### config.mk
export PLATFORM = sky130hd
export DESIGN_NAME = bmm_front
export DESIGN_NICKNAME = d
export VERILOG_FILES = /design/src/hdl/bmm_pkg.sv /design/src/hdl/bmm_front.sv
export SDC_FILE = /design/constraint.sdc
export NUM_CORES = 1
export LEC_CHECK = 0
export BUFFER_PORTS_ARGS = -buffer_cell sky130_fd_sc_hd__buf_4
export CAP_MARGIN = 40
export CORE_UTILIZATION = 41
export CTS_BUF_LIST = sky130_fd_sc_hd__clkbuf_16
export DETAILED_ROUTE_END_ITERATION = 12
export PLACE_DENSITY = 0.81
export SLEW_MARGIN = 10
export SYNTH_ARGS = -nofsm -noshare
export SYNTH_HDL_FRONTEND = slang
export SYNTH_SLANG_ARGS = --single-unit
### constraint.sdc
create_clock -name i_clk -period 3.1 [get_ports i_clk]
set_input_delay 0.31 -clock i_clk [delete_from_list [all_inputs] [get_ports i_clk]]
set_output_delay 0.31 -clock i_clk [all_outputs]
set_load 0.1 [all_outputs]
### src/hdl/bmm_pkg.sv
// Shared constants, codes and the command type of the banked memory mapper.
`timescale 1ns / 1ps

package bmm_pkg;

    // Sizes of the address map and the stores
    localparam int ROM_BANKS_DEF = 32;
    localparam int BANK_BYTES    = 16384;
    localparam int BANK_AW       = 14;
    localparam int SYS_RAM_BYTES = 8192;
    localparam int SYS_AW        = 13;
    localparam int CART_BYTES    = 32768;
    localparam int CART_AW       = 15;
    localparam int PAGE_W        = 6;
    localparam int QUEUE_DEPTH   = 2;

    // Operation codes on the input channel
    localparam logic [2:0] OP_READ_BYTE  = 3'd0;
    localparam logic [2:0] OP_WRITE_BYTE = 3'd1;
    localparam logic [2:0] OP_READ_WORD  = 3'd2;
    localparam logic [2:0] OP_WRITE_WORD = 3'd3;
    localparam logic [2:0] OP_LOAD_ROM   = 3'd4;

    // Command classes after decode
    localparam logic [1:0] KIND_NONE  = 2'd0;
    localparam logic [1:0] KIND_READ  = 2'd1;
    localparam logic [1:0] KIND_WRITE = 2'd2;
    localparam logic [1:0] KIND_LOAD  = 2'd3;

    // Source of a read byte
    localparam logic [1:0] SRC_ZERO = 2'd0;
    localparam logic [1:0] SRC_ROM  = 2'd1;
    localparam logic [1:0] SRC_CART = 2'd2;
    localparam logic [1:0] SRC_SYS  = 2'd3;

    // Control register addresses and map constants
    localparam logic [15:0] ADDR_RAM_SEL = 16'hfffc;
    localparam logic [15:0] ADDR_PAGE0   = 16'hfffd;
    localparam logic [15:0] ADDR_PAGE1   = 16'hfffe;
    localparam logic [15:0] ADDR_PAGE2   = 16'hffff;
    localparam logic [13:0] FIXED_LIMIT  = 14'h0400;
    localparam logic [5:0]  MASK_RESET   = 6'd31;

    // Slot numbers
    localparam logic [1:0] SLOT0 = 2'd0;
    localparam logic [1:0] SLOT1 = 2'd1;
    localparam logic [1:0] SLOT2 = 2'd2;
    localparam logic [1:0] SLOT3 = 2'd3;

    // Decoded command passed from the front to the back
    typedef struct packed {
        logic [1:0]  kind;
        logic        word;
        logic [15:0] addr;
        logic [15:0] wdata;
        logic [18:0] rom_offset;
        logic [7:0]  rom_byte;
        logic        load_ok;
    } t_cmd;

endpackage

### src/hdl/bmm_front.sv
// Front end: accept input words, classify them and hold them in a register stage.
`timescale 1ns / 1ps

module bmm_front #(
    parameter int ROM_BANKS = bmm_pkg::ROM_BANKS_DEF
) (
    input  logic                i_clk,
    input  logic                i_rst_n,
    input  logic                i_valid,
    output logic                o_ready,
    input  logic [2:0]          i_operation,
    input  logic [15:0]         i_address,
    input  logic [15:0]         i_write_data,
    input  logic [18:0]         i_rom_offset,
    input  logic [7:0]          i_rom_byte,
    output logic                o_valid,
    output bmm_pkg::t_cmd       o_cmd,
    input  logic                i_ready
);

    localparam logic [20:0] ROM_BYTES = 21'(ROM_BANKS * bmm_pkg::BANK_BYTES);

    logic          r_valid;
    bmm_pkg::t_cmd r_cmd;
    bmm_pkg::t_cmd n_cmd;

    // Decode the operation into a class and a width
    always_comb begin
        n_cmd.addr       = i_address;
        n_cmd.wdata      = i_write_data;
        n_cmd.rom_offset = i_rom_offset;
        n_cmd.rom_byte   = i_rom_byte;
        n_cmd.load_ok    = ({2'b00, i_rom_offset} < ROM_BYTES);
        unique case (i_operation)
            bmm_pkg::OP_READ_BYTE: begin
                n_cmd.kind = bmm_pkg::KIND_READ;
                n_cmd.word = 1'b0;
            end
            bmm_pkg::OP_WRITE_BYTE: begin
                n_cmd.kind = bmm_pkg::KIND_WRITE;
                n_cmd.word = 1'b0;
            end
            bmm_pkg::OP_READ_WORD: begin
                n_cmd.kind = bmm_pkg::KIND_READ;
                n_cmd.word = 1'b1;
            end
            bmm_pkg::OP_WRITE_WORD: begin
                n_cmd.kind = bmm_pkg::KIND_WRITE;
                n_cmd.word = 1'b1;
            end
            bmm_pkg::OP_LOAD_ROM: begin
                n_cmd.kind = bmm_pkg::KIND_LOAD;
                n_cmd.word = 1'b0;
            end
            default: begin
                n_cmd.kind = bmm_pkg::KIND_NONE;
                n_cmd.word = 1'b0;
            end
        endcase
    end

    assign o_ready = !r_valid || i_ready;
    assign o_valid = r_valid;
    assign o_cmd   = r_cmd;

    // Hold the valid flag
    always_ff @(posedge i_clk) begin
        if (!i_rst_n) begin
            r_valid <= 1'b0;
        end else if (o_ready) begin
            r_valid <= i_valid;
        end
    end

    // Capture the decoded word
    always_ff @(posedge i_clk) begin
        if (o_ready && i_valid) begin
            r_cmd <= n_cmd;
        end
    end

endmodule

==> results.md <==
- The endpoint of the most critical setup path is o_cmd[38]$_DFFE_PP_.
- For the final database, setup skew stands at 0.00429 ns.
- The final hold slack is 0.163 ns.
- Entering global routing, the biggest net connects 35 pins.
- Buffers placed on the I/O ports in this run total 129.
- The tightest min-delay check is of the in -> reg type.
- The cell family with the largest share of critical-path delay is simple AND/OR/NAND/NOR gates.
- The post-CTS repair timing setup buffer count is 0.
- The data arrival time of the critical path is 1.74 ns.
- Counting distinct cell types in the post-synthesis netlist gives 12.
- The library cell used as clock root buffer is clkbuf_16.
- The smallest setup slack after layout is 1.37 ns.
- The count of final hold-check violations is 0.
- The sequential-to-total area share from yosys stat is 96.3%.
- The worst register-to-register path begins at o_valid$_SDFFE_PN0N_.
- After detailed routing, the wire length on met1 is 1660 microns.
- For this design, the slowest cell found on the critical path is and2_2.
- The number of global-route vias before repair is 1,325.
- In this run the power density over the cells is 801 nW/um^2.
- Yosys printed 0 warnings.
- The post-detailed-placement cell area is 3000 sq um.
- In this run, post-CTS repair resized a total of 0 instances.
- The count of clock tree sinks is 63.
- The smallest clock period supported by the final layout is computed as 1.73 ns.
- Synthesis produced 73 cells.
- Once layout is complete, the cells apart from fillers number 271.
- The number of H-tree branching levels is 3.
- The initial utilization of the core area, before any placement, comes to 43.7%.
- The number of fillers in the final layout is 265.
- The later-pin clock latency in the skew report is 0.32 ns.
- The antenna diode count is 0.
- The critical path is of the reg -> reg type.
- The worst slew margin relative to its limit is 49.5%.
- By area the synthesized netlist is led by edfxtp_1 95%, dfxtp_1 1.0%, mux2_4 0.77%.
- The highest routed metal layer is met4.
- In this run the cell area of the synthesized design comes to 1950 sq um.
- The maximum frequency from static timing analysis is 0.577 GHz.
- The die footprint is 5050 sq um.
- The routed design has 5140 microns of wire.
- The DRC violation count after routing is 14.
- The die is 71.0 microns wide.
- The static power due to leakage is 1.44 nW.
- The floorplan core area is 4470 sq um.
- After legalization and detailed placement, the total HPWL measured 3530 microns.
- The number of nets produced by synthesis is 139.
- Global routing used 21.3% of the available tracks across all layers.
- TritonCTS built the clock tree.
- The final number of setup-violating endpoints is 0.
- Wire segments on met3 add up to 577 microns in the final route.
- Global routing finished with a remaining overflow of 0.
- The signal on the critical path passes through nand2b_4 -> and2_2 -> buf_4.
- Buffers inserted during clock tree synthesis total 9.
- The largest single stage delay on the critical path is 0.64 ns.
- The cell area after layout is 3340 sq um.
- The type of element capturing the critical path is a flip-flop.
- The worst endpoint required time is 3.11 ns.
- In the final layout, the share of cells above drive strength 1 is 68.5%.
- At the end of the flow, the number of nets in the layout was 280.
- STA classifies the critical path startpoint as a flip-flop.
- The count of nets left with antenna violations once routing finished came out at 0.
- After the first detailed-routing iteration, the DRC count stood at 82.
- The launching instance or port of the critical path is o_valid$_SDFFE_PN0N_.
- The ratio of routed vias to standard cells is 4.76.
- Summing all multi-input logic gate instances after layout gives 62.6 sq um.
- The depth of the critical timing path with buffers and inverters included is 3.
- The deepest clock path buffer count is 2.
- The maximum net fanout on the critical path is 34.
- The setup check on the worst reg-to-reg path leaves a slack of 1.37 ns.
- The routed wire length on met2 is 2850 microns.
- The y dimension of the die is 71.0 microns.
- At the pin with the least slew margin, the transition time is 0.757 ns.
- The post-layout utilization of the core is 74.7%.
- The floorplan has 24 rows.
- The buffer and inverter count on the worst path is 1.
- The number of instances in the placed design is 255.
- The global-route wire length before repair is 7340 microns.
- After synthesis, the mean cell area works out to 26.8 sq um.
- The overall power after layout is 2.68 mW.
- The area occupied by registers is 1880 sq um.
- Across all layers, the routed design uses 1,289 vias.
- For this design, the CTS-stage hold fixing added 0 buffers.
- The checks that failed: DRC.
- The post-placement setup slack is 1.25 ns.
- The number of antenna violations at the first check in global routing came to 0.
- The number of max-cap violations is 0.
- Dividing the detail-routed wire length by the instance count gives 19.0 microns.
- After layout, the worst path uses 55.9% of the clock period.
- Setup repair after global routing left no endpoint under its margin.
- The worst voltage drop across the vdd grid is 0.417 mV.
- The first-pass iteration count of the detailed router is 8.
- The clock-pin slew on the worst setup and hold paths is 0.06 ns.
- After synthesis, the largest area contributor takes up 95.3% of total cell area.
- Synthesis inferred 63 register bits.
- The synthesis-to-finish area growth is 71.0%.
- edfxtp_1 takes more of the synthesized area than any other cell.
- The setup TNS after final layout is 0 ns.
- The final count of pins violating max slew is 0.
- The number of cells on the worst reg-to-reg path is 3.
- Pin placement for this block handled 131 I/O pins.
- The run finished, with violations left.
- The reg-to-reg endpoint is o_cmd[38]$_DFFE_PP_.
- The congestion estimate from routability-driven global placement came to 0.713.
[where the power goes]
part / internal, mW / total (mW) / switching (mW) / leakage [nW]
registers: 0.998 / 1.01 / 0.0161 / 0.609
logic: 0.116 / 0.529 / 0.413 / 0.666
clock network: 0.787 / 1.13 / 0.348 / 0.166
[cells in the mapped netlist, drive strengths merged]
cell,count
and2,1
edfxtp,62
buf,1
nand2b,1
a21oi,1
nor2,1
dfxtp,1
a21boi,1
mux2,1
inv,1
nor2b,1
conb,1
[cell families (layout without fill, tap and decap cells)]
family	Yosys count	after routing	share of synthesized area (%)
other	1	1	0.192
flip-flops	63	63	96.3
multiplexers	1	1	0.768
AO/OA/AOI/OAI	2	2	0.640
buffers and inverters	2	148	0.576
AND/OR/NAND/NOR	4	4	1.54
[flip-flops by register name, summed over array words and instances, names as in the netlist]
name     count
o_cmd       62
o_valid      1
[cell usage in the layout, fill, tap and decap left out, types with 3 or more instances in the layout]
cell | Yosys | layout
clkbuf_16 | 0 | 9
bufinv_16 | 0 | 3
edfxtp_1 | 62 | 62
buf_4 | 1 | 131
[per-layer routing]
| layer | vias up | track usage [%] |
|---|---|---|
| met4 | 0 | 10.2 |
| met3 | 7 | 11.5 |
| met2 | 86 | 37.2 |
| met1 | 628 | 20.4 |
| li1 | 568 | - |
| met5 | - | 0 |
[area by class of cell]
cell class,instances,share of cell area (%)
well taps,52,1.95
flip-flops and latches,63,56.3
repair buffers,131,29.4
clock buffers,9,6.74
clock inverters,7,3.59
multi-input cells,8,1.87
inverters,1,0.112
[how the worst min path moves through the flow]
stage	startpoint	end	slack, ns	cells after the start
global placement	i_write_data[10]	o_cmd[38]$_DFFE_PP_	0.49	1
finish	i_write_data[13]	o_cmd[41]$_DFFE_PP_	0.16	1
floorplan	i_rom_offset[1]	o_cmd[10]$_DFFE_PP_	0.41	0
detailed placement	i_rom_offset[3]	o_cmd[12]$_DFFE_PP_	0.49	1
global route	i_rom_offset[0]	o_cmd[9]$_DFFE_PP_	0.15	1
CTS	i_write_data[13]	o_cmd[41]$_DFFE_PP_	0.15	1
Note: power is estimated with default switching activity, not from simulation.
